### src/rtl/ipf_pkg.sv
// shared types, constants and filter functions of the isolated pixel filter
package ipf_pkg;

  localparam int CFG_W = 12;
  localparam int DEF_MAX_WIDTH = 2048;
  localparam int DEF_MAX_HEIGHT = 2048;
  localparam logic [CFG_W-1:0] RST_IMAGE_WIDTH = 12'd64;
  localparam logic [CFG_W-1:0] RST_IMAGE_HEIGHT = 12'd64;

  localparam int APB_AW = 3;
  localparam int APB_DW = 32;
  localparam logic REG_IMAGE_WIDTH = 1'b0;
  localparam logic REG_IMAGE_HEIGHT = 1'b1;

  localparam int PIX_W = 8;
  localparam logic [PIX_W-1:0] PIX_BG = 8'd255;
  localparam logic [PIX_W-1:0] PIX_INK = 8'd0;

  localparam logic CMD_PIXEL = 1'b0;
  localparam logic CMD_FLUSH = 1'b1;

  localparam logic [1:0] CLS_BG = 2'd0;
  localparam logic [1:0] CLS_INK = 2'd1;
  localparam logic [1:0] CLS_OTHER = 2'd2;

  localparam int OQ_DEPTH = 8;

  typedef struct packed {
    logic             cmd;
    logic [PIX_W-1:0] pixel_in;
  } in_beat_t;

  typedef struct packed {
    logic [PIX_W-1:0] pixel_out;
    logic             row_end;
    logic             frame_end;
  } out_beat_t;

  // per-item control handed from the position logic to the window stage
  typedef struct packed {
    logic       valid;
    logic       flush;
    logic [1:0] cls;
    logic       emit_a;
    logic       emit_b;
    logic       left_a;
    logic       left_b;
    logic       right_ok;
    logic       top_ok;
  } op_t;

  typedef struct packed {
    logic [1:0] n;
    out_beat_t  b0;
    out_beat_t  b1;
  } push_t;

  function automatic logic [1:0] classify(input logic [PIX_W-1:0] pix);
    logic [1:0] cls;
    if (pix == PIX_BG) begin
      cls = CLS_BG;
    end else if (pix == PIX_INK) begin
      cls = CLS_INK;
    end else begin
      cls = CLS_OTHER;
    end
    return cls;
  endfunction

  // column: [1:0] top, [3:2] middle, [5:4] bottom
  function automatic logic col_ink(input logic [5:0] col, input logic tv, input logic mid,
                                   input logic bv);
    return (tv && col[1:0] == CLS_INK) || (mid && col[3:2] == CLS_INK) ||
           (bv && col[5:4] == CLS_INK);
  endfunction

  // window: [5:0] right column, [11:6] middle, [17:12] left
  function automatic logic [PIX_W-1:0] judge(input logic [17:0] win, input logic cc,
                                             input logic lv, input logic rv,
                                             input logic tv, input logic bv);
    logic [5:0] lcol;
    logic [5:0] ccol;
    logic [5:0] rcol;
    logic       hit;
    lcol = cc ? win[17:12] : win[11:6];
    ccol = cc ? win[11:6] : win[5:0];
    rcol = win[5:0];
    hit = (lv && col_ink(lcol, tv, 1'b1, bv)) || (rv && cc && col_ink(rcol, tv, 1'b1, bv)) ||
          col_ink(ccol, tv, 1'b0, bv);
    return (ccol[3:2] == CLS_BG || !hit) ? PIX_BG : PIX_INK;
  endfunction

endpackage

### src/rtl/ipf_ctrl.sv
// input position, drain counter and per-item control for the filter
module ipf_ctrl import ipf_pkg::*; #(
  parameter int MAX_WIDTH = DEF_MAX_WIDTH,
  parameter int MAX_HEIGHT = DEF_MAX_HEIGHT,
  localparam int WW = $clog2(MAX_WIDTH + 1),
  localparam int HW = $clog2(MAX_HEIGHT + 1),
  localparam int AW = (MAX_WIDTH > 1) ? $clog2(MAX_WIDTH) : 1
) (
  input  logic             clk_i,
  input  logic             rst_ni,
  input  logic             accept_i,
  input  in_beat_t         beat_i,
  input  logic [CFG_W-1:0] cfg_width_i,
  input  logic [CFG_W-1:0] cfg_height_i,
  output op_t              op_o,
  output logic [AW-1:0]    addr_l_o,
  output logic [AW-1:0]    addr_c_o,
  output logic [AW-1:0]    addr_r_o
);

  localparam int XW = (WW > CFG_W) ? WW : CFG_W;
  localparam int YW = (HW > CFG_W) ? HW : CFG_W;

  logic [WW-1:0] col_q, col_d;
  logic [HW-1:0] row_q, row_d;
  logic [WW-1:0] drain_q, drain_d;

  logic [XW-1:0] w_ext;
  logic [YW-1:0] h_ext;
  logic [WW-1:0] w_eff;
  logic [HW-1:0] h_eff;
  logic [WW:0]   c_inc;
  logic [HW:0]   r_inc;
  logic          last_col;
  logic [WW-1:0] dc;
  logic [WW-1:0] d;
  logic [WW:0]   d_inc;
  logic [WW-1:0] d_dec;

  // effective dimensions: zero acts as one, large values saturate
  always_comb begin
    w_ext = XW'(cfg_width_i);
    h_ext = YW'(cfg_height_i);
    if (w_ext == '0) begin
      w_eff = WW'(1);
    end else if (w_ext > XW'(MAX_WIDTH)) begin
      w_eff = WW'(MAX_WIDTH);
    end else begin
      w_eff = WW'(w_ext);
    end
    if (h_ext == '0) begin
      h_eff = HW'(1);
    end else if (h_ext > YW'(MAX_HEIGHT)) begin
      h_eff = HW'(MAX_HEIGHT);
    end else begin
      h_eff = HW'(h_ext);
    end
  end

  always_comb begin
    c_inc = {1'b0, col_q} + (WW+1)'(1);
    r_inc = {1'b0, row_q} + (HW+1)'(1);
    last_col = c_inc >= {1'b0, w_eff};
    dc = (drain_q > w_eff) ? w_eff : drain_q;
    d = w_eff - dc;
    d_inc = {1'b0, d} + (WW+1)'(1);
    d_dec = d - WW'(1);
  end

  always_comb begin
    op_o = '0;
    addr_l_o = col_q[AW-1:0];
    addr_c_o = col_q[AW-1:0];
    addr_r_o = col_q[AW-1:0];
    col_d = col_q;
    row_d = row_q;
    drain_d = drain_q;
    if (accept_i) begin
      if (beat_i.cmd == CMD_FLUSH) begin
        if (drain_q != '0) begin
          op_o.valid = 1'b1;
          op_o.flush = 1'b1;
          op_o.emit_a = 1'b1;
          op_o.left_a = d != '0;
          op_o.right_ok = d_inc < {1'b0, w_eff};
          op_o.top_ok = (h_eff >> 1) != '0;
          addr_l_o = d_dec[AW-1:0];
          addr_c_o = d[AW-1:0];
          addr_r_o = d_inc[AW-1:0];
          drain_d = dc - WW'(1);
        end
      end else begin
        op_o.valid = 1'b1;
        op_o.cls = classify(beat_i.pixel_in);
        op_o.emit_a = (row_q != '0) && (col_q != '0);
        op_o.emit_b = last_col && (row_q != '0);
        op_o.left_a = (col_q >> 1) != '0;
        op_o.left_b = col_q != '0;
        op_o.right_ok = 1'b1;
        op_o.top_ok = (row_q >> 1) != '0;
        drain_d = '0;
        if (last_col) begin
          col_d = '0;
          if (r_inc >= {1'b0, h_eff}) begin
            row_d = '0;
            drain_d = w_eff;
          end else begin
            row_d = r_inc[HW-1:0];
          end
        end else begin
          col_d = c_inc[WW-1:0];
        end
      end
    end
  end

  always_ff @(posedge clk_i or negedge rst_ni) begin
    if (!rst_ni) begin
      col_q <= '0;
      row_q <= '0;
      drain_q <= '0;
    end else begin
      col_q <= col_d;
      row_q <= row_d;
      drain_q <= drain_d;
    end
  end

endmodule

### config.mk
export PLATFORM = sky130hd
export DESIGN_NAME = ipf_ctrl
export DESIGN_NICKNAME = d
export VERILOG_FILES = /design/src/rtl/ipf_pkg.sv /design/src/rtl/ipf_ctrl.sv
export SDC_FILE = /design/constraint.sdc
export NUM_CORES = 1
export LEC_CHECK = 0
export BUFFER_PORTS_ARGS = -buffer_cell sky130_fd_sc_hd__buf_4
export CORE_MARGIN = 4
export CORE_UTILIZATION = 55
export DETAILED_ROUTE_END_ITERATION = 8
export GPL_TIMING_DRIVEN = 0
export PLACE_DENSITY = 0.78
export SYNTH_ARGS = -nofsm -noshare
export SYNTH_HDL_FRONTEND = slang
export SYNTH_SLANG_ARGS = --single-unit
### constraint.sdc
create_clock -name clk_i -period 13.4 [get_ports clk_i]
set_clock_uncertainty 0.15 [all_clocks]
set_input_delay 2.01 -clock clk_i [delete_from_list [all_inputs] [get_ports clk_i]]
set_output_delay 2.01 -clock clk_i [all_outputs]
set_load 0.02 [all_outputs]
======== Yosys cells after proc, flatten, opt, wreduce, memory -nomap -nowiden ========
Cells that the tools add are included.
W data, S select, Z words.
cells by class
  add/sub/neg operators ................... 6
  magnitude comparators ................... 6
  eq/ne operators ......................... 2
  multiplexer cells ....................... 35
  bitwise gates (word level) .............. 1
  reductions and logical operators ........ 15
operator list
  operator                 number
  $mux W12                 11
  $mux W11                 9
  $reduce_bool A12 Y1      7
  $add A12 B1 Y13 const B  3
  $ge A13 B12 Y1           2
  $gt A12 B12 Y1 const B   2
  $logic_not A12 Y1        2
  $lt A13 B12 Y1           1
  $gt A12 B12 Y1           1
  $mux W2                  6
  $sub A12 B1 Y12 const B  1
  $sub A12 B12 Y12         1
  $sub A11 B1 Y11 const B  1
  $mux W10                 1
  $eq A8 B8 Y1 const B     1
  $logic_not A8 Y1         1
  $mux W1                  8
  $reduce_and A2 Y1        2
  $reduce_and A3 Y1        1
  $logic_and A1 B1 Y1      2
  $ne A2 B1 Y1 const B     1
  $not A1 Y1               1
storage, ports and cells
  bits in registers ....................... 36
  input bits .............................. 36
  output and inout port bits .............. 43
  word-level logic and storage cells ...... 68

======== Longest topological paths before layout ========
Gate-level depths: netlist of the first run.
  depth after elaboration ................. 11
  mapped depth ............................ 29
  mapped depth without buffers ............ 27

======== Worst setup path after synthesis of the first run ========
Ideal clock, no wire load.
  kind .................................... in2out
  from .................................... input port cfg_width_i[11]
  to ...................................... output port op_o[1] in the netlist's numbering
  arrival ................................. 7489 ps
  required time ........................... 11240 ps
  slack ................................... 3751 ps
  stages on the path ...................... 25
  path buffers ............................ 2
  cells stage by stage .................... inv_1 > clkbuf_1 > nand2_1 > ha_1 > nor2b_1 > o211ai_1 > a21oi_1 > o21ai_2 > clkbuf_1 > nor2_1 > a21o_1 > ha_1 > fa_1 > nor2b_1 > o21a_1 > or3_1 > nand2_1 > or4_1 > nor2_1 > xnor2_1 > ha_1 > and4_1 > a21oi_1 > a31oi_1 > o41ai_2
RTL lines
  what             line            RTL
  start, declared  ipf_ctrl.sv:13  input logic [CFG_W-1:0] cfg_width_i,
  end, declared    ipf_ctrl.sv:15  output op_t op_o,

==> key figures, run 1 <==
Floorplan
  – Die H: 104 um
  – Core Area: 0.00885 mm2
  – Number of primary I/O pins: 79
  – Initial cell density of the core: 57.2%
  – Die ar.: 0.0108 mm2
  – FP Rows: 34
  – Chip Width: 104 um

CTS
  – TritonCTS Sinks: 36
  – Post-CTS Setup Repair Bufs: 0
  – CTS max path bufs: 2
  – Post_cts resized: 0
  – Clock transition at the registers of the reported paths: 80 ps
  – TritonCTS Buffers: 5
  – Hold_buf cts: 0
  – CTS root buf: clkbuf_8
  – Clk_lat worst skew: 300 ps
  – CTS H-tree depth: 2
  – TritonCTS clock tree: done

Placement
  – Routability cong.: 0.926
  – Detailed Place HPWL: 12.5 mm
  – PortBufs: 77

Yosys
  – Netlist cell types: 67
  – Share of synthesized registers carrying an async set or reset: 100%
  – Top-area cell type share of the netlist area: 17.8%
  – Post-synth top area cell: dfrtp_1
  – Syn avg cell area: 7.56 um2
  – Synthesized Nets: 773
  – EDFF count, synth: 0
  – Mapped Area: 0.00506 mm2
  – Main synth FF type: dfrtp_1
  – Syn Inst Count: 669
  – FF+latch count, synth: 36
  – Synth warnings: 0
  – Synth area leaders: dfrtp_1 (18%), ha_1 (17%), nand2_1 (6.2%), o21ai_0 (5.1%), xnor2_1 (4.8%)
  – Sequential cell area fraction in the yosys report: 17.8%

Setup path
  – Crit path max fanout: 12
  – CP top delay family: simple AND/OR/NAND/NOR gates
  – Crit path kind: input pin to primary output
  – Slowest CP cell: or4_1
  – Worst EP required: 11,240 ps
  – CP peak stage delay: 630 ps
  – CP Capture Type: primary output
  – Worst EP arrival: 8780 ps
  – Crit path launch type: input pin
  – CP Buf/Inv Count: 5
  – Crit-path most repeated cell: ha_1

Timing
  – RSZ-0062 raised after global routing: false
  – Setup Viol. Count Final: 0
  – Tmin final: 10,940 ps
  – Final Max Tran Viols: 0
  – Fin Setup TNS: 0 ps
  – Hold Violations, Final: 0
  – Slew margin rel.: 45.4%
  – Fin crit share: 81.6%
  – Slew @ Worst Pin: 810 ps
  – F_max: 0.0914 GHz

Final layout
  – Area delta synth->final: 16.0%
  – Share of cells above drive strength 1: 13.8%
  – Final nets: 857
  – Final core utilization: 66.3%
  – # diodes: 0

Detailed routing
  – Total number of vias: 5,413
  – Drt drc: 0
  – First drt pass iteration count: 5
  – Iter 0 DRT Violations: 336
  – DR vias/cell: 6.28
  – WL per Instance: 18.2 um
  – Drt total wl: 15.7 mm
  – Detail Route Antenna Nets: 0

Global routing
  – First-pass GRT wire length: 25.7 mm
  – Initial antenna violation count: 0
  – Largest net degree at the start of global routing: 37
  – GRT Util Overall: 28.6%
  – Overflow after GRT: 0
  – Number of global-route vias before repair: 5,325

Job
  – Max Cap Violations: 0

Outcome
  – Status: completed

Pwr
  – Leakage: 0.00286 uW
  – Power density of the placed cells: 240 mW/mm2
  – Power Total: 1410 uW
  – VDD IR max: 0.215 mV

Min path
  – HP Class: flop to flop
==> cells in the mapped netlist (2+ instances only) <==
cell type and number:
o31ai_1 3, a31oi_1 5, and4_1 2, o41ai_1 4, buf_2 2, a22o_1 7
nand2b_1 13, o221ai_1 3, nand4_1 11, clkbuf_1 23, xnor2_1 28, xor2_1 22
nor2_1 65, o22ai_1 2, and3_1 16, o22a_1 3, nor2b_1 13, o31a_1 3
a21oi_1 36, o21ba_2 2, o211a_1 3, nand2_1 83, o21ai_1 2, o21ba_1 2
nand3_1 22, nor4_1 10, nor3_1 11, mux2i_1 14, dfrtp_1 36, or3_1 8
o21ai_0 52, or2_1 2, o21a_1 6, o211ai_1 9, a311oi_1 2, a21o_1 8
mux2_2 2, inv_1 30, o21ai_2 2, ha_1 67, and2_1 4, a211oi_1 6
==> kinds of logic (layout without fill, tap and decap cells) <==
| kind of cell | Yosys count | in the layout | share of synthesized area (%) |
|---|---|---|---|
| simple gates | 269 | 269 | 25.7 |
| compound gates | 172 | 172 | 22.9 |
| fa+ha+maj | 68 | 68 | 17.0 |
| buf+inv | 57 | 142 | 4.35 |
| xor+xnor | 51 | 51 | 8.98 |
| flops | 36 | 36 | 17.8 |
| mux | 16 | 16 | 3.22 |
==> power breakdown <==
group	leakage (uW)	switching, uW	total (uW)	internal [uW]
clock network	0.0000516	45.4	87.5	42.1
registers	0.000483	33.7	167	133
logic	0.00233	692	1150	462
total	0.00286	771	1410	637
==> final cells by class <==
cell class / count / area [um2]
fillers: 796 / 2980
multi-input cells: 576 / 3940
inverters: 31 / 116
flip-flops and latches: 36 / 901
repair buffers: 77 / 578
clock inverters: 2 / 13.8
well taps: 108 / 135
clock buffers: 6 / 82.6
plain buffers: 26 / 104
==> layout by cell type, fill, tap and decap left out, types with 13 or more instances in the layout <==
master    instances
inv_1            30
and3_1           16
a21oi_1          36
nor2b_1          13
xor2_1           22
ha_1             67
buf_4            78
mux2i_1          14
xnor2_1          28
nand2_1          83
clkbuf_1         23
nand3_1          22
dfrtp_1          36
nand2b_1         13
nor2_1           65
o21ai_0          52
==> stage by stage <==
| stage | cells | worst slack [ps] | hold WS [ps] | instance area (um2) |
|---|---|---|---|---|
| after global placement | 854 | 2610 | 390 | 5770 |
| after global routing | 862 | 2060 | 463 | 5870 |
| after floorplan | 669 | 3750 | 355 | 5060 |
| after CTS | 862 | 2550 | 425 | 5870 |
| final | 862 | 2460 | 428 | 5870 |
| after detailed placement | 854 | 2590 | 413 | 5770 |
==> worst paths after layout <==
check,from,end,slack [ps],depth (start not counted)
max reg2reg,col_q[0],row_q[11],9130,13
min in group asynchronous,rst_ni,row_q[11],1500,1
max in group asynchronous,rst_ni,col_q[5],11260,1
min,row_q[9],row_q[9],430,1
max,cfg_width_i[11],op_o[1],2460,27
min reg2reg,row_q[9],row_q[9],430,1
==> routing by layer <==
metal	vias up	global-route usage, %	wire (um)
met5	-	0	0
met4	0	8.93	321
met3	30	4.03	1120
met2	221	47.8	7270
met1	2569	38.2	6990
li1	2593	-	-
==> state kept, by name (all words and copies together), names as in the netlist <==
name,count
col_q,12
drain_q,12
row_q,12
No activity file was read; power rests on OpenSTA's default activity.
==> inputs of run 2 (changes only) <==
Settings changed: CORE_UTILIZATION 55 to 53.
Clock period 13.4 ns to 9.6 ns, I/O delays scaled along.
==> key figures, run 2 (same netlist as run 1, synthesis figures left out) <==
Outcome
  – Status: completed

Timing
  – RSZ-0062 raised after global routing: false
  – Fin crit share: 96.8%
  – Slew @ Worst Pin: 900 ps
  – Setup Viol. Count Final: 0
  – Fin Setup TNS: 0 ps
  – Slew margin rel.: 39.6%
  – F_max: 0.108 GHz
  – Hold Violations, Final: 0
  – Final Max Tran Viols: 0
  – Tmin final: 9300 ps

Final layout
  – Share of cells above drive strength 1: 14.2%
  – Most common cell after layout, fill and taps aside: nand2_1
  – # diodes: 0
  – Final nets: 856
  – Final core utilization: 63.6%
  – Commonest cells after routing, fill and taps aside: nand2_1 (82), buf_4 (78), ha_1 (67)
  – Area delta synth->final: 16.8%
  – Biggest regs: col_q x12, drain_q x12, row_q x12

CTS
  – TritonCTS Buffers: 5
  – CTS H-tree depth: 2
  – Hold_buf cts: 0
  – TritonCTS clock tree: done
  – CTS root buf: clkbuf_8
  – Clock transition at the registers of the reported paths: 70 ps
  – Clk_lat worst skew: 310 ps
  – CTS max path bufs: 2
  – TritonCTS Sinks: 36

Global routing
  – Largest net degree at the start of global routing: 37
  – First-pass GRT wire length: 26.1 mm
  – Overflow after GRT: 0
  – Number of global-route vias before repair: 5,429
  – Initial antenna violation count: 0
  – GRT Util Overall: 28.5%

Pwr
  – VDD IR max: 0.284 mV
  – Power density of the placed cells: 336 mW/mm2
  – Leakage: 0.00286 uW

Setup path
  – Crit path kind: input pin to primary output
  – Worst R2R Setup Slack: 5380 ps
  – CP peak stage delay: 650 ps
  – Crit-path most repeated cell: ha_1
  – Slowest CP cell: or4_1
  – CP Buf/Inv Count: 4
  – CP top delay family: simple AND/OR/NAND/NOR gates
  – Worst EP required: 8010 ps
  – Crit path launch type: input pin
  – Worst EP arrival: 7710 ps
  – CP Capture Type: primary output
  – Crit path max fanout: 14

Detailed routing
  – Drt drc: 0
  – WL per Instance: 18.2 um
  – Total number of vias: 5,484
  – DR vias/cell: 6.22
  – First drt pass iteration count: 5
  – Drt total wl: 16.1 mm
  – Detail Route Antenna Nets: 0
  – Iter 0 DRT Violations: 446

Floorplan
  – Die ar.: 0.0112 mm2
  – FP Rows: 35
  – Number of primary I/O pins: 79
  – Initial cell density of the core: 54.5%
  – Chip Width: 106 um
  – Die H: 106 um
  – Core Area: 0.00928 mm2

Placement
  – PortBufs: 77
  – Detailed Place HPWL: 12.5 mm
  – Routability cong.: 1.03

Job
  – Max Cap Violations: 0

Min path
  – HP Class: flop to flop
-- run 2: layer usage --
metal  up-vias  wire (um)  global-route usage (%)
met1      2560       6770                    37.5
li1       2585          -                       -
met3        55       1360                    5.02
met5         -          0                       0
met4         0        472                    9.16
met2       284       7460                    47.2
-- run 2: path summary, 6_finish.rpt --
path | start | endpoint | cells after the start
setup / recovery | cfg_width_i[11] | op_o[1] | 26
hold / removal | row_q[9] | row_q[9] | 1
setup reg to reg | col_q[0] | row_q[8] | 13
hold reg to reg | row_q[9] | row_q[9] | 1
max in group asynchronous | rst_ni | col_q[0] | 1
min in group asynchronous | rst_ni | drain_q[7] | 1
-- run 2: layout make-up --
class                           count  area, um2
Multi-Input combinational cell    576       3950
Fill cell                         832       3380
Inverter                           31        120
Buffer                             25        101
Timing Repair Buffer               77        578
Sequential cell                    36        901
Clock buffer                        7       96.3
Tap cell                          129        161
-- run 2: power by group --
part	total, uW	switching [uW]	internal (uW)	leakage (uW)
clock network	124	60.4	64.1	0.0000503
registers	231	44.7	186	0.000483
logic	1630	983	646	0.00233
total	1980	1090	897	0.00286
-- run 2: what timing repair did --
item                       in CTS  in global routing
setup endpoints to repair       1                  1
pin swaps                       0                  0
setup buffers                   0                  0
gates resized for setup         1                  4
-- run 2: through the flow --
stage / cells / hold slack [ps] / instance area, um2 / power, uW / setup WS (ps)
floorplan: 669 / 355 / 5060 / 1390 / 1090
global placement: 875 / 390 / 5800 / 1760 / 64.9
detailed placement: 875 / 396 / 5800 / 1810 / -147
CTS: 882 / 406 / 5900 / 1940 / 4.75
global route: 881 / 460 / 5910 / 2150 / 12.8
finish: 881 / 418 / 5910 / 1980 / 303
==> inputs of run 3 (changes only) <==
Settings changed: CORE_ASPECT_RATIO from default to 2, CORE_UTILIZATION 53 to 55, MAX_ROUTING_LAYER from default to met4.
Clock period 9.6 ns to 10.65 ns, I/O delays scaled along.
==> key figures, run 3 (same netlist as run 1, synthesis figures left out) <==
Outcome
  – Status: completed

Setup path
  – Crit path max fanout: 10
  – Worst R2R End: row_q[6]
  – Crit-path most repeated cell: nor2_1
  – CP Capture Type: primary output
  – Worst Setup SP: cfg_width_i[5]
  – Worst R2R Setup Slack: 6250 ps
  – Worst EP arrival: 8420 ps
  – Crit path kind: input pin to primary output
  – CP top delay family: simple AND/OR/NAND/NOR gates
  – Worst EP required: 8900 ps
  – Crit path launch type: input pin
  – CP Buf/Inv Count: 3
  – Slowest CP cell: or4_1
  – Worst R2R Start: col_q[0]
  – R2R depth: 13
  – CP peak stage delay: 640 ps

Timing
  – RSZ-0062 raised after global routing: false
  – Setup Viol. Count Final: 0
  – Slew margin rel.: 47.7%
  – Setup slack after layout: 479 ps
  – Tmin final: 10,170 ps
  – Fin crit share: 95.5%
  – Final Max Tran Viols: 0
  – Slew @ Worst Pin: 775 ps
  – Worst hold margin: 413 ps
  – F_max: 0.0983 GHz
  – Hold Violations, Final: 0
  – Fin Setup TNS: 0 ps

Pwr
  – Switch share: 54.1%
  – Power Total: 1830 uW
  – VDD IR max: 0.142 mV
  – Clock power share: 7.9%
  – Comb pwr share: 80.4%
  – Leakage: 0.00288 uW
  – Switching power total: 988 uW
  – Power density of the placed cells: 310 mW/mm2
  – Cell Int Power: 837 uW
  – Sequential share of power: 11.6%

CTS
  – Clock transition at the registers of the reported paths: 60 ps
  – CTS root buf: clkbuf_16
  – Clk_lat worst skew: 290 ps
  – Hold_buf cts: 0
  – Post-CTS Setup Repair Bufs: 0
  – TritonCTS Buffers: 5
  – Post_cts resized: 0
  – CTS max path bufs: 2
  – CTS H-tree depth: 2
  – TritonCTS clock tree: done
  – TritonCTS Sinks: 36

Min path
  – Worst Hold Depth: 2
  – Hold Crit Start: col_q[11]
  – WHS Endpoint: col_q[11]
  – HP Class: flop to flop

Placement
  – Setup slack at placement: 479 ps
  – DP Cell Count: 848
  – Detailed Place HPWL: 14.0 mm
  – PortBufs: 77
  – Routability cong.: 1.01

Floorplan
  – Initial cell density of the core: 56.1%
  – Number of primary I/O pins: 79
  – FP Rows: 49
  – Die H: 144 um
  – Chip Width: 75.8 um
  – Die ar.: 0.0109 mm2
  – Core Area: 0.00901 mm2

Detailed routing
  – DR vias/cell: 6.56
  – Iter 0 DRT Violations: 400
  – Detail Route Antenna Nets: 0
  – Drt total wl: 17.6 mm
  – Total number of vias: 5,598
  – First drt pass iteration count: 5
  – WL per Instance: 20.7 um
  – Drt drc: 0

Job
  – Max Cap Violations: 0

Final layout
  – Reg area: 901 um2
  – Post-route insts no fill: 854
  – Share of cells above drive strength 1: 13.6%
  – Final nets: 856
  – Most common cell after layout, fill and taps aside: nand2_1
  – # diodes: 0
  – Biggest regs: col_q x12, drain_q x12, row_q x12
  – Area of the multi-input gates: 0.00394 mm2
  – Area delta synth->final: 16.5%
  – Fillers: 791
  – Commonest cells after routing, fill and taps aside: nand2_1 (83), buf_4 (78), ha_1 (67)

Global routing
  – Largest net degree at the start of global routing: 37
  – Overflow after GRT: 0
  – Initial antenna violation count: 0
  – GRT Util Overall: 34.7%
  – First-pass GRT wire length: 28.1 mm
  – Number of global-route vias before repair: 5,864
-- run 3: worst max path at each step --
stage	to	slack [ps]	depth (start not counted)
2_1_floorplan	op_o[1]	1830	25
3_3_place_gp	op_o[1]	560	28
3_5_place_dp	op_o[1]	480	28
4_1_cts	op_o[1]	420	28
5_1_grt	op_o[1]	170	30
6_report	op_o[1]	480	30
-- run 3: tightest hold or removal path, cell delays in order (launching register included) --
cell	delay, ps
dfrtp_1	400
nand2_1	60
o21ai_0	70
-- run 3: area by class of cell --
class / count / area share, %
Clock buffer: 6 / 2.19
Buffer: 25 / 1.70
Inverter: 31 / 1.97
Sequential cell: 36 / 15.3
Clock inverter: 1 / 0.0849
Timing Repair Buffer: 77 / 9.81
Multi-Input combinational cell: 576 / 66.8
Tap cell: 102 / 2.17
-- run 3: metal layers --
metal  vias to the layer above  track usage [%]  wire (um)
met5                         -                -          0
met4                         0             24.4       1440
met3                       111             4.97        973
met2                       266             60.5       9520
met1                      2636             33.1       5710
li1                       2585                -          -
-- run 3: power groups by stage --
stage | Clock (uW) | Sequential (uW) | Combinational, uW
after floorplan | 0 | 196 | 1050
after global routing | 149 | 215 | 1620
final | 145 | 212 | 1470
after global placement | 0 | 211 | 1380
after CTS | 145 | 210 | 1440
after detailed placement | 0 | 212 | 1430
-- run 3: metrics by stage --
stage          cell area [um2]  utilization, %
2_1_floorplan             5060               -
3_3_place_gp              5760            64.0
3_5_place_dp              5760            64.0
4_1_cts                   5900            65.4
5_1_grt                   5890            65.4
6_report                  5890            65.4
