[config.mk]
export PLATFORM = sky130hd
export DESIGN_NAME = ipf_outq
export DESIGN_NICKNAME = d
export VERILOG_FILES = /design/src/rtl/ipf_pkg.sv /design/src/rtl/ipf_outq.sv
export SDC_FILE = /design/constraint.sdc
export NUM_CORES = 1
export LEC_CHECK = 0
export BUFFER_PORTS_ARGS = -buffer_cell sky130_fd_sc_hd__buf_2
export CAP_MARGIN = 20
export CORE_AREA = 2 2 113 115
export CTS_CLUSTER_SIZE = 28
export DETAILED_ROUTE_END_ITERATION = 12
export DIE_AREA = 0 0 115 117
export GPL_ROUTABILITY_DRIVEN = 0
export GPL_TIMING_DRIVEN = 0
export PLACE_DENSITY = 0.68
export SYNTH_ARGS = -nofsm -noshare
export SYNTH_HDL_FRONTEND = slang
export SYNTH_SLANG_ARGS = --single-unit
[constraint.sdc]
create_clock -name clk_i -period 3.8 [get_ports clk_i]
set_input_delay 0.76 -clock clk_i [delete_from_list [all_inputs] [get_ports clk_i]]
set_output_delay 0.76 -clock clk_i [all_outputs]
set_load 0.1 [all_outputs]
[src/rtl/ipf_pkg.sv]
// shared types, constants and filter functions of the isolated pixel filter
package ipf_pkg;

  localparam int CFG_W = 12;
  localparam int DEF_MAX_WIDTH = 2048;
  localparam int DEF_MAX_HEIGHT = 2048;
  localparam logic [CFG_W-1:0] RST_IMAGE_WIDTH = 12'd64;
  localparam logic [CFG_W-1:0] RST_IMAGE_HEIGHT = 12'd64;

  localparam int APB_AW = 3;
  localparam int APB_DW = 32;
  localparam logic REG_IMAGE_WIDTH = 1'b0;
  localparam logic REG_IMAGE_HEIGHT = 1'b1;

  localparam int PIX_W = 8;
  localparam logic [PIX_W-1:0] PIX_BG = 8'd255;
  localparam logic [PIX_W-1:0] PIX_INK = 8'd0;

  localparam logic CMD_PIXEL = 1'b0;
  localparam logic CMD_FLUSH = 1'b1;

  localparam logic [1:0] CLS_BG = 2'd0;
  localparam logic [1:0] CLS_INK = 2'd1;
  localparam logic [1:0] CLS_OTHER = 2'd2;

  localparam int OQ_DEPTH = 8;

  typedef struct packed {
    logic             cmd;
    logic [PIX_W-1:0] pixel_in;
  } in_beat_t;

  typedef struct packed {
    logic [PIX_W-1:0] pixel_out;
    logic             row_end;
    logic             frame_end;
  } out_beat_t;

  // per-item control handed from the position logic to the window stage
  typedef struct packed {
    logic       valid;
    logic       flush;
    logic [1:0] cls;
    logic       emit_a;
    logic       emit_b;
    logic       left_a;
    logic       left_b;
    logic       right_ok;
    logic       top_ok;
  } op_t;

  typedef struct packed {
    logic [1:0] n;
    out_beat_t  b0;
    out_beat_t  b1;
  } push_t;

  function automatic logic [1:0] classify(input logic [PIX_W-1:0] pix);
    logic [1:0] cls;
    if (pix == PIX_BG) begin
      cls = CLS_BG;
    end else if (pix == PIX_INK) begin
      cls = CLS_INK;
    end else begin
      cls = CLS_OTHER;
    end
    return cls;
  endfunction

  // column: [1:0] top, [3:2] middle, [5:4] bottom
  function automatic logic col_ink(input logic [5:0] col, input logic tv, input logic mid,
                                   input logic bv);
    return (tv && col[1:0] == CLS_INK) || (mid && col[3:2] == CLS_INK) ||
           (bv && col[5:4] == CLS_INK);
  endfunction

  // window: [5:0] right column, [11:6] middle, [17:12] left
  function automatic logic [PIX_W-1:0] judge(input logic [17:0] win, input logic cc,
                                             input logic lv, input logic rv,
                                             input logic tv, input logic bv);
    logic [5:0] lcol;
    logic [5:0] ccol;
    logic [5:0] rcol;
    logic       hit;
    lcol = cc ? win[17:12] : win[11:6];
    ccol = cc ? win[11:6] : win[5:0];
    rcol = win[5:0];
    hit = (lv && col_ink(lcol, tv, 1'b1, bv)) || (rv && cc && col_ink(rcol, tv, 1'b1, bv)) ||
          col_ink(ccol, tv, 1'b0, bv);
    return (ccol[3:2] == CLS_BG || !hit) ? PIX_BG : PIX_INK;
  endfunction

endpackage

[src/rtl/ipf_outq.sv]
// result queue taking up to two beats per cycle, one beat out per cycle while out_ready_i is high
module ipf_outq import ipf_pkg::*; #(
  parameter int DEPTH = OQ_DEPTH,
  localparam int PW = $clog2(DEPTH),
  localparam int CW = $clog2(DEPTH + 1)
) (
  input  logic      clk_i,
  input  logic      rst_ni,
  input  push_t     push_i,
  output logic      room_o,
  output logic      out_valid_o,
  input  logic      out_ready_i,
  output out_beat_t out_data_o
);

  out_beat_t     fifo_q [DEPTH];
  logic [PW-1:0] wr_ptr_q, rd_ptr_q;
  logic [CW-1:0] cnt_q, cnt_d;
  logic [PW-1:0] wr_ptr_nx;
  logic          pop;

  always_comb begin
    pop = out_valid_o && out_ready_i;
    wr_ptr_nx = wr_ptr_q + PW'(1);
    cnt_d = cnt_q + CW'(push_i.n) - CW'(pop);
    // room for the beats of the item in the window stage plus two more
    room_o = ({1'b0, cnt_q} + (CW+1)'(push_i.n) + (CW+1)'(2)) <= (CW+1)'(DEPTH);
  end

  assign out_valid_o = cnt_q != '0;
  assign out_data_o = fifo_q[rd_ptr_q];

  always_ff @(posedge clk_i) begin
    if (push_i.n != 2'd0) begin
      fifo_q[wr_ptr_q] <= push_i.b0;
    end
    if (push_i.n == 2'd2) begin
      fifo_q[wr_ptr_nx] <= push_i.b1;
    end
  end

  always_ff @(posedge clk_i or negedge rst_ni) begin
    if (!rst_ni) begin
      wr_ptr_q <= '0;
      rd_ptr_q <= '0;
      cnt_q <= '0;
    end else begin
      wr_ptr_q <= wr_ptr_q + PW'(push_i.n);
      rd_ptr_q <= rd_ptr_q + PW'(pop);
      cnt_q <= cnt_d;
    end
  end

  a_cnt_bound: assert property (@(posedge clk_i) disable iff (!rst_ni)
    cnt_q <= CW'(DEPTH))
    else $error("result queue count out of range");

  a_no_overflow: assert property (@(posedge clk_i) disable iff (!rst_ni)
    ({1'b0, cnt_q} + (CW+1)'(push_i.n)) <= (CW+1)'(DEPTH))
    else $error("result queue overflow");

endmodule

# Yosys cells after proc, flatten, opt, wreduce, memory -nomap -nowiden
# Memories as Yosys holds them, arrays and structs flattened.
# Index checks and enable logic that the tools add are counted.
# Widths: inputs -> output; s select.
[classes]
addsub = 7
n_lt_le_gt_ge = 1
eq_ne = 1
muxes = 4
reduce_logical = 3
[op_table]
columns = ["cell", "count"]
rows = [
  ["$add 4x2->5", 1],
  ["$add 5x2->5 const B", 1],
  ["$le 5x4->1 const B", 1],
  ["$add 4x2->4", 1],
  ["$mux 1", 4],
  ["$reduce_bool 4->1", 1],
  ["$sub 4x1->4", 1],
  ["$add 3x1->3", 1],
  ["$add 3x1->3 const B", 1],
  ["$add 3x2->3", 1],
  ["$eq 2x2->1 const B", 1],
  ["$reduce_bool 2->1", 1],
  ["$logic_and 1x1->1", 1],
]
[word_totals]
ff_bits = 10
ram_bits = 80
output_inout_bits = 12
memories = 1
[memory_table]
columns = ["memory", "words", "word_bits", "read_ports", "rd_clocked_by_memory_dff", "wr", "line_no", "source"]
rows = [
  ["fifo_q", 8, 10, 1, 0, 2, "ipf_outq.sv:16", "out_beat_t fifo_q [DEPTH];"],
]

# Logic depth before layout (Yosys ltp)
# Gate-level depths: netlist of run 1.
[logic_depth]
ltp_word = 3
mapped_depth = 9

# Least setup slack after synthesis of run 1
# No wires, ideal clock.
[synth_path]
path_kind = "input -> output"
start = "in push_i[21] in the netlist's numbering"
end = "out room_o"
arrival_ps = 4247
required_time_ps = 3040
slack_ps = -1207
path_stages = 9
path_buffers = 0
cell_sequence = "inv_1 ha_1 inv_1 ha_1 inv_1 fa_1 nor3b_1 nor2b_1 o21ai_0"
[synth_via]
elab_chain_len = 3
[synth_rtl]
columns = ["item", "line_no", "source"]
rows = [
  ["start, declared", "ipf_outq.sv:9", "input push_t push_i,"],
  ["$add 4x2->5", "ipf_outq.sv:27", "room_o = ({1'b0, cnt_q} + (CW+1)'(push_i.n) + (CW+1)'(2)) <= (CW+1)'(DEPTH);"],
  ["$add 5x2->5", "ipf_outq.sv:27", ""],
  ["$le 5x4->1", "ipf_outq.sv:27", ""],
  ["end, declared", "ipf_outq.sv:10", "output logic room_o,"],
]
# Every way passes these cells.

# Worst setup path after layout of run 1
# Same ends and word-level chain as after synthesis.

==> results of run 1 <==
-- critical path, cell delays in order --
cell and delay (ns):
buf_2 0.13, inv_1 0.09, ha_1 0.29, inv_1 0.13
ha_1 0.16, inv_1 0.06, fa_1 0.47, nor3b_1 0.22
nor2b_1 0.09, o21ai_2 0.15, buf_6 0.24
-- Yosys cell counts, drive strengths merged --
cell    instances
or2             1
buf            10
dfrtp          10
o31ai           2
inv            11
nor2b           1
nand2           7
mux2i           1
nand4b          1
nor4b           1
xor2            2
fa              3
or3b            1
clkbuf          2
edfxtp         80
ha             11
o21ai           7
nor2            2
mux2           90
nand2b          1
and4bb          1
o22ai           2
and3            1
o21bai          2
mux4           20
nand3           2
a21oi           1
o211ai          1
xnor2           5
nor3b           2
-- cell families after synthesis --
| family | share of synthesized area |
|---|---|
| compound gates | 0.01890 |
| xor+xnor | 0.01602 |
| fa+ha+maj | 0.04148 |
| buf+inv | 0.02573 |
| flops | 0.5566 |
| mux | 0.3132 |
| simple gates | 0.02809 |
-- per-stage QoR --
| stage | instance area [um2] | hold WS [ns] | instances |
|---|---|---|---|
| detailed placement | 5230 | 0.4960 | 475 |
| CTS | 5490 | 0.2717 | 490 |
| floorplan | 4770 | 0.4644 | 281 |
| global route | 5497 | 0.2922 | 490 |
| finish | 5497 | 0.2672 | 490 |
| global placement | 5137 | 0.4888 | 467 |
-- cell usage in the layout (no fill, tap or decap), types with 2 or more instances in the layout --
| cell | count |
|---|---|
| buf_4 | 2 |
| clkbuf_1 | 3 |
| o22ai_1 | 2 |
| nand2_1 | 7 |
| fa_1 | 3 |
| mux2_2 | 90 |
| dfrtp_1 | 10 |
| nor2_2 | 2 |
| clkinv_1 | 2 |
| mux4_1 | 5 |
| clkbuf_16 | 9 |
| clkinvlp_4 | 2 |
| o21bai_1 | 2 |
| buf_6 | 11 |
| o21ai_0 | 2 |
| buf_2 | 40 |
| nor3b_1 | 2 |
| ha_1 | 11 |
| inv_1 | 11 |
| edfxtp_1 | 80 |
| o21ai_1 | 4 |
| mux4_2 | 15 |
| xnor2_1 | 4 |
| nand3_1 | 2 |
| o31ai_2 | 2 |
-- metal layers --
metal,global-route usage,routed length (um),up-vias,part of all wire
li1,-,-,1231,-
met1,0.2268,4624,1360,0.44
met2,0.2706,5238,59,0.49
met3,0.02987,583,13,0.055
met4,0.06506,152,0,0.014
met5,0,0,-,0
-- final cells by class --
class	instances	area, um2	area share
buffer	12	81.33	0.01480
sequential	90	2653	0.4826
clock inverter	5	31.28	0.005691
tap	150	187.7	0.03415
clock buffer	10	229.0	0.04166
timing repair buffer	44	269.0	0.04894
multi-input combinational	168	2004	0.3647
inverter	11	41.29	0.007512
-- repair_timing --
item	CTS	global route
resized for setup	0	3
endpoints found under the setup margin	0	1
setup buffers	0	0
-- state kept, by name, summed over array words and instances (netlist names) --
register,cells
wr_ptr_q,3
cnt_q,4
rd_ptr_q,3
fifo_q,80
-- worst max path at each step --
stage	slack, ns	start	to
floorplan	0.06	push_i[21]	room_o
global placement	0.08	push_i[21]	room_o
detailed placement	0.07	push_i[21]	room_o
CTS	0.06	push_i[21]	room_o
global route	0.04	push_i[21]	room_o
finish	0.25	push_i[21]	room_o
==> results.py, run 1 <==
metrics = {
    "run_status": {
        "outcome": "finished, final reports clean",
    },
    "critical_path": {
        "r2r_slack_ns": 1.27,
        "start_kind": "input pin",
        "regToRegStartpoint": "wr_ptr_q[0]$_DFF_PN0_",
        "worstReg2RegEnd": "fifo_q[4][6]$_DFFE_PP_",
        "endpoint_kind": "primary output",
        "reg2reg_depth": 6,
        "worstPathMaxFanout": 7,
        "worstSetupPathType": "in -> out",
        "critical_path_arrival_ns": 2.79,
        "required_ns": 3.04,
    },
    "synthesis": {
        "ys_ff_latch": 90,
        "yosys-top-cells-area": "edfxtp_1 50%, mux2_2 21%, mux4_2 7.1%",
        "synth-seq-area-share": 0.5566,
        "yosys.area.top_type_share": 0.5041,
        "synth_area_um2": 4766,
        "yosysWarningCount": 0,
        "synth_cell_types": 35,
        "synth_top_area_cell": "edfxtp_1",
        "avgSynthCellArea_um2": 16.96,
        "syn_nets": 320,
        "syn_inst": 281,
    },
    "global_route": {
        "grt-ovfl-total": 0,
        "grtUsageTotal": 0.1674,
        "grt_pass1_wl_um": 16040,
        "grt_max_degree": 15,
        "grt_pass1_vias": 2747,
        "antenna_found_initial": 0,
    },
    "floorplan": {
        "io_pins": 37,
        "core_um2": 12310,
        "start_util": 0.3871,
        "die_x_um": 115,
        "die_area_um2": 13460,
        "die_h_um": 117,
        "core.rowCount": 41,
    },
    "route": {
        "post-route-drc-count": 0,
        "wl_per_cell_um": 21.63,
        "wl_um": 10600,
        "firstDrtPassIters": 4,
        "via_per_inst": 5.435,
        "dr_total_vias": 2663,
        "ant_nets": 0,
        "drtIter0Drc": 255,
    },
    "timing": {
        "finalSetupTns_ns": 0,
        "worstMarginPinSlew_ns": 0.8377,
        "setup_viol": 0,
        "fin_ws_ns": 0.2538,
        "fmax_ghz": 0.2820,
        "drv_slew": 0,
        "layout_min_cycle_time_ns": 3.546,
        "max-slew-margin-rel": 0.4409,
        "rsz0062_at_grt": "false",
        "period_share": 0.9332,
        "hold_viol": 0,
        "skew_ns": 0.005965,
    },
    "cts": {
        "cts_made_buffers": 9,
        "cts_tree": "built",
        "clk_pin_slew_ns": 0.06,
        "h-tree-depth": 3,
        "cts_root_buf": "clkbuf_16",
        "insertion_delay_ns": 0.34,
        "cts.sinks": 90,
        "cts_hold_buf": 0,
        "ctsLongestPathBuffers": 2,
    },
    "final_layout": {
        "final_core_util": 0.4464,
        "fin_nets": 375,
        "drive_gt1_frac": 0.5324,
        "antennaDiodeCount": 0,
        "synthToLayoutAreaGrowth_pct": 15.33,
        "nFillCells": 1092,
    },
    "placement": {
        "io_buffers": 36,
        "hpwlAfterDp_um": 7227,
        "pre_cts_ws_ns": 0.06760,
    },
    "job": {
        "cap_viol_max_count": 0,
    },
    "min_path": {
        "hp-class": "in -> async",
    },
}
Power of run 1 is left out: the tool's default activity adds up to more than one toggle a clock period on the data nets, which glitch-free logic cannot reach.
==> inputs of run 2 (changes only) <==
--- a/config.mk
+++ b/config.mk
@@ -14,6 +14,7 @@
 export GPL_ROUTABILITY_DRIVEN = 0
 export GPL_TIMING_DRIVEN = 0
 export PLACE_DENSITY = 0.68
+export RECOVER_POWER = 50
 export SYNTH_ARGS = -nofsm -noshare
 export SYNTH_HDL_FRONTEND = slang
 export SYNTH_SLANG_ARGS = --single-unit
==> run 2 against run 1 <==
Effect of this change: die area stayed put; sequential share of layout area is 0.37 points higher; first-iteration DRC count is 19% lower; largest cell class unchanged; cell count stayed put; final area is 0.75% lower; via count is 0.26% higher; highest routed layer unchanged; non-clock buffer count stayed put; critical path depth stayed put.
==> results.py, run 2 (synthesized netlist as in run 1, its figures left out) <==
metrics = {
    "run_status": {
        "outcome": "finished, final reports clean",
    },
    "placement": {
        "io_buffers": 36,
        "hpwlAfterDp_um": 7227,
    },
    "global_route": {
        "grt-ovfl-total": 0,
        "grt_pass1_vias": 2747,
        "grtUsageTotal": 0.1674,
        "grt_max_degree": 15,
        "antenna_found_initial": 0,
        "grt_pass1_wl_um": 16040,
    },
    "final_layout": {
        "synthToLayoutAreaGrowth_pct": 14.47,
        "reg_top3": "fifo_q: 80 flops, cnt_q: 4 flops",
        "final_cell_mix": "90 x mux2_2, 80 x edfxtp_1, 33 x buf_2",
        "final_common_cell": "mux2_2",
        "fin_nets": 375,
        "drive_gt1_frac": 0.4971,
        "regMostFlops": "fifo_q",
        "nFillCells": 1097,
        "antennaDiodeCount": 0,
        "largest_reg_flops": 80,
        "multiInputGateArea_um2": 1979,
        "seq_area_um2": 2653,
    },
    "timing": {
        "max-slew-margin-rel": 0.1447,
        "setup_viol": 0,
        "worstMarginPinSlew_ns": 1.272,
        "fmax_ghz": 0.2819,
        "skew_ns": 0.005848,
        "period_share": 0.9334,
        "hold_viol": 0,
        "layout_min_cycle_time_ns": 3.547,
        "rsz0062_at_grt": "false",
        "finalSetupTns_ns": 0,
        "drv_slew": 0,
    },
    "critical_path": {
        "start_kind": "input pin",
        "worstSetupPathType": "in -> out",
        "endpoint_kind": "primary output",
        "critical_path_arrival_ns": 2.79,
        "worstPathMaxFanout": 7,
        "cp_slowest_cell": "fa_1",
        "critPathBufInv": 5,
        "required_ns": 3.04,
        "crit_top_cell": "inv_1",
        "slowest_delay_ns": 0.47,
        "cp_cell_sequence": "buf_2 -> inv_1 -> ha_1 -> inv_1 -> ha_1 -> inv_1 -> fa_1 -> nor3b_1 -> nor2b_1 -> o21ai_2 -> buf_6",
        "cp_top_family": "adder cells",
    },
    "floorplan": {
        "core_um2": 12310,
        "die_h_um": 117,
        "io_pins": 37,
        "die_x_um": 115,
        "core.rowCount": 41,
        "start_util": 0.3871,
        "die_area_um2": 13460,
    },
    "cts": {
        "clk_pin_slew_ns": 0.06,
        "h-tree-depth": 3,
        "ctsLongestPathBuffers": 2,
        "cts_resized": 0,
        "cts_made_buffers": 9,
        "cts_root_buf": "clkbuf_16",
        "cts_tree": "built",
        "insertion_delay_ns": 0.34,
        "post_cts_buffers": 0,
        "cts_hold_buf": 0,
        "cts.sinks": 90,
    },
    "min_path": {
        "hp-class": "in -> async",
    },
    "job": {
        "cap_viol_max_count": 0,
    },
    "route": {
        "met1_length_um": 4548,
        "ant_nets": 0,
        "dr.max_layer_used": "met4",
        "wl_um": 10620,
        "dr_total_vias": 2670,
        "drtIter0Drc": 207,
        "post-route-drc-count": 0,
        "wl_per_cell_um": 21.68,
        "wl_met3_um": 634,
        "via_per_inst": 5.449,
        "firstDrtPassIters": 4,
        "route.met2.wl_um": 5293,
    },
}
==> run 2: layout make-up <==
type,instances,share of cell area
repair buffers,44,0.04885
clock buffers,10,0.04197
multi-input cells,168,0.3628
plain buffers,12,0.01239
clock inverters,5,0.005734
flip-flops and latches,90,0.4862
well taps,150,0.03440
inverters,11,0.007569
==> run 2: layer usage <==
| layer | global-route usage | up-vias |
|---|---|---|
| met5 | 0 | - |
| met4 | 0.06506 | 0 |
| met3 | 0.02987 | 13 |
| met2 | 0.2706 | 76 |
| met1 | 0.2268 | 1349 |
| li1 | - | 1232 |
==> run 2: worst paths after layout <==
check,cells after the start,end,startpoint,slack [ns]
min reg2reg,1,rd_ptr_q[1]$_DFF_PN0_,rd_ptr_q[1]$_DFF_PN0_,0.51
max,11,room_o,push_i[21],0.25
min in group clk_i,1,rd_ptr_q[1]$_DFF_PN0_,rd_ptr_q[1]$_DFF_PN0_,0.51
max reg2reg,6,fifo_q[7][3]$_DFFE_PP_,wr_ptr_q[0]$_DFF_PN0_,0.88
min,1,cnt_q[3]$_DFF_PN0_,rst_ni,0.37
max in group asynchronous,1,rd_ptr_q[0]$_DFF_PN0_,rst_ni,3.08
==> run 2: stage by stage <==
| step | utilization | hold slack [ns] | instances | instance area (um2) | setup WS [ns] |
|---|---|---|---|---|---|
| after floorplan | - | 0.4644 | 281 | 4770 | 0.05994 |
| after global placement | 0.4173 | 0.4888 | 467 | 5137 | 0.08105 |
| after detailed placement | 0.4248 | 0.4960 | 475 | 5230 | 0.06760 |
| after CTS | 0.4459 | 0.2717 | 490 | 5490 | 0.06081 |
| after global routing | 0.4431 | 0.4392 | 490 | 5455 | 0.04293 |
| final | 0.4431 | 0.3672 | 490 | 5455 | 0.2532 |
==> run 2: worst register-to-register path: stages (launching register included) <==
cell	delay [ns]
dfrtp_1	0.46
ha_1	0.27
xor2_1	0.21
nand3_1	0.15
clkbuf_1	0.64
o21ai_0	0.63
buf_6	0.32
Power of run 2 is left out for the same reason.
==> inputs of run 3 (changes only) <==
--- a/config.mk
+++ b/config.mk
@@ -12,9 +12,9 @@
 export DETAILED_ROUTE_END_ITERATION = 12
 export DIE_AREA = 0 0 115 117
 export GPL_ROUTABILITY_DRIVEN = 0
-export GPL_TIMING_DRIVEN = 0
 export PLACE_DENSITY = 0.68
 export RECOVER_POWER = 50
+export SKIP_CTS_REPAIR_TIMING = 1
 export SYNTH_ARGS = -nofsm -noshare
 export SYNTH_HDL_FRONTEND = slang
 export SYNTH_SLANG_ARGS = --single-unit
==> constraint.sdc (replaced) <==
create_clock -name clk_i -period 3.8 [get_ports clk_i]
set_input_delay 0.38 -clock clk_i [delete_from_list [all_inputs] [get_ports clk_i]]
set_output_delay 0.38 -clock clk_i [all_outputs]
set_load 0.1 [all_outputs]
==> run 3 against run 2 <==
Effect of this change: register-to-register slack improved by 0.26 ns; first-iteration DRC count rose by 19%; largest cell class unchanged; wire length fell by 3.4%; non-clock buffer count fell by 10; critical path depth fell by 1; count of clock-buffer cells in the layout fell by 1; critical path type is now reg -> out; highest routed layer unchanged; maximum frequency rose by 18%; core utilization fell by 0.37 points; die area did not move; clock skew rose by 0.0044 ns.
==> results.py, run 3 (synthesized netlist as in run 1, its figures left out) <==
metrics = {
    "run_status": {
        "outcome": "finished, final reports clean",
    },
    "cts": {
        "cts.sinks": 90,
        "cts_tree": "built",
        "clk_pin_slew_ns": 0.07,
        "h-tree-depth": 3,
        "cts_root_buf": "clkbuf_16",
        "cts_made_buffers": 9,
        "ctsLongestPathBuffers": 2,
        "insertion_delay_ns": 0.34,
    },
    "route": {
        "wl_per_cell_um": 21.30,
        "post-route-drc-count": 0,
        "firstDrtPassIters": 4,
        "drtIter0Drc": 247,
        "ant_nets": 0,
        "via_per_inst": 5.421,
        "wl_um": 10270,
        "dr_total_vias": 2613,
    },
    "floorplan": {
        "die_x_um": 115,
        "die_area_um2": 13460,
        "start_util": 0.3871,
        "core.rowCount": 41,
        "io_pins": 37,
        "die_h_um": 117,
        "core_um2": 12310,
    },
    "global_route": {
        "grt_max_degree": 22,
        "grtUsageTotal": 0.1636,
        "antenna_found_initial": 0,
        "grt_pass1_vias": 2715,
        "grt_pass1_wl_um": 15850,
        "grt-ovfl-total": 0,
    },
    "critical_path": {
        "endpoint_kind": "primary output",
        "r2r_slack_ns": 1.14,
        "critical_path_arrival_ns": 2.63,
        "start_kind": "flop",
        "worstSetupPathType": "reg -> out",
        "reg2reg_depth": 4,
        "required_ns": 3.42,
        "worstPathMaxFanout": 3,
        "worstReg2RegEnd": "fifo_q[6][6]$_DFFE_PP_",
        "regToRegStartpoint": "wr_ptr_q[0]$_DFF_PN0_",
    },
    "final_layout": {
        "reg_top3": "fifo_q: 80 flops, cnt_q: 4 flops",
        "final_cell_mix": "90 x mux2_2, 80 x edfxtp_1, 34 x buf_2",
        "nFillCells": 1107,
        "synthToLayoutAreaGrowth_pct": 13.52,
        "drive_gt1_frac": 0.5076,
        "largest_reg_flops": 80,
        "final_common_cell": "mux2_2",
        "fin_nets": 365,
        "regMostFlops": "fifo_q",
    },
    "timing": {
        "rsz0062_at_grt": "false",
        "fmax_ghz": 0.3323,
        "worstMarginPinSlew_ns": 1.157,
        "layout_min_cycle_time_ns": 3.009,
        "holdWs_ns": 0.3636,
        "setup_viol": 0,
        "finalSetupTns_ns": 0,
        "skew_ns": 0.01027,
        "max-slew-margin-rel": 0.2321,
        "period_share": 0.7919,
        "drv_slew": 0,
        "hold_viol": 0,
    },
    "min_path": {
        "hp-start": "out_ready_i",
        "worstHoldEndpoint": "rd_ptr_q[0]$_DFF_PN0_",
        "hold_depth": 3,
        "hp-class": "in -> reg",
    },
    "placement": {
        "hpwlAfterDp_um": 6433,
        "io_buffers": 36,
    },
    "job": {
        "cap_viol_max_count": 0,
    },
}
==> run 3: cell count changes in the layout (fill, tap and decap cells not counted), moves of 2 or more <==
| cell | change |
|---|---|
| o21ai_1 | +2 |
| buf_6 | -10 |
| clkbuf_1 | -7 |
| clkinvlp_4 | -2 |
| clkinv_1 | -2 |
| clkinv_4 | +3 |
| buf_4 | +5 |
==> run 3: cell type report <==
type	instances	area, um2	area share
repair buffers	46	247.7	0.04579
multi-input cells	168	1982	0.3663
flip-flops and latches	90	2653	0.4903
inverters	11	41.29	0.007632
well taps	150	187.7	0.03469
diodes	1	2.502	0.0004625
clock buffers	9	225.2	0.04163
clock inverters	7	71.32	0.01318
==> run 3: worst max path at each step <==
stage | start | endpoint | slack [ns] | depth (start not counted)
finish | cnt_q[1]$_DFF_PN0_ | room_o | 0.79 | 10
global route | cnt_q[1]$_DFF_PN0_ | room_o | 0.54 | 10
detailed placement | push_i[21] | room_o | 0.88 | 11
global placement | push_i[21] | room_o | 0.91 | 11
CTS | cnt_q[1]$_DFF_PN0_ | room_o | 0.76 | 10
floorplan | push_i[21] | room_o | 0.31 | 9
==> run 3: worst max-delay path, stage by stage (launching register included) <==
cell	delay, ns
dfrtp_1	0.37
inv_1	0.06
ha_1	0.21
inv_1	0.12
ha_1	0.16
inv_1	0.05
fa_1	0.46
nor3b_1	0.23
nor2b_1	0.07
o21ai_1	0.12
buf_2	0.43
==> run 3: per-stage QoR <==
stage	cells	worst slack (ns)	utilization	area [um2]
2_1_floorplan	281	0.3085	-	4766
3_3_place_gp	464	0.9081	0.4167	5130
3_5_place_dp	464	0.8788	0.4167	5130
4_1_cts	480	0.7552	0.4408	5426
5_1_grt	481	0.5436	0.4392	5408
6_report	482	0.7908	0.4394	5410
==> run 3: routing by layer <==
| metal | GRT usage | share of wire | vias to the layer above |
|---|---|---|---|
| met2 | 0.2565 | 0.48 | 61 |
| met1 | 0.2210 | 0.46 | 1339 |
| met5 | 0 | 0 | - |
| li1 | - | - | 1205 |
| met3 | 0.03141 | 0.046 | 8 |
| met4 | 0.07791 | 0.017 | 0 |
Power of run 3 is left out for the same reason.
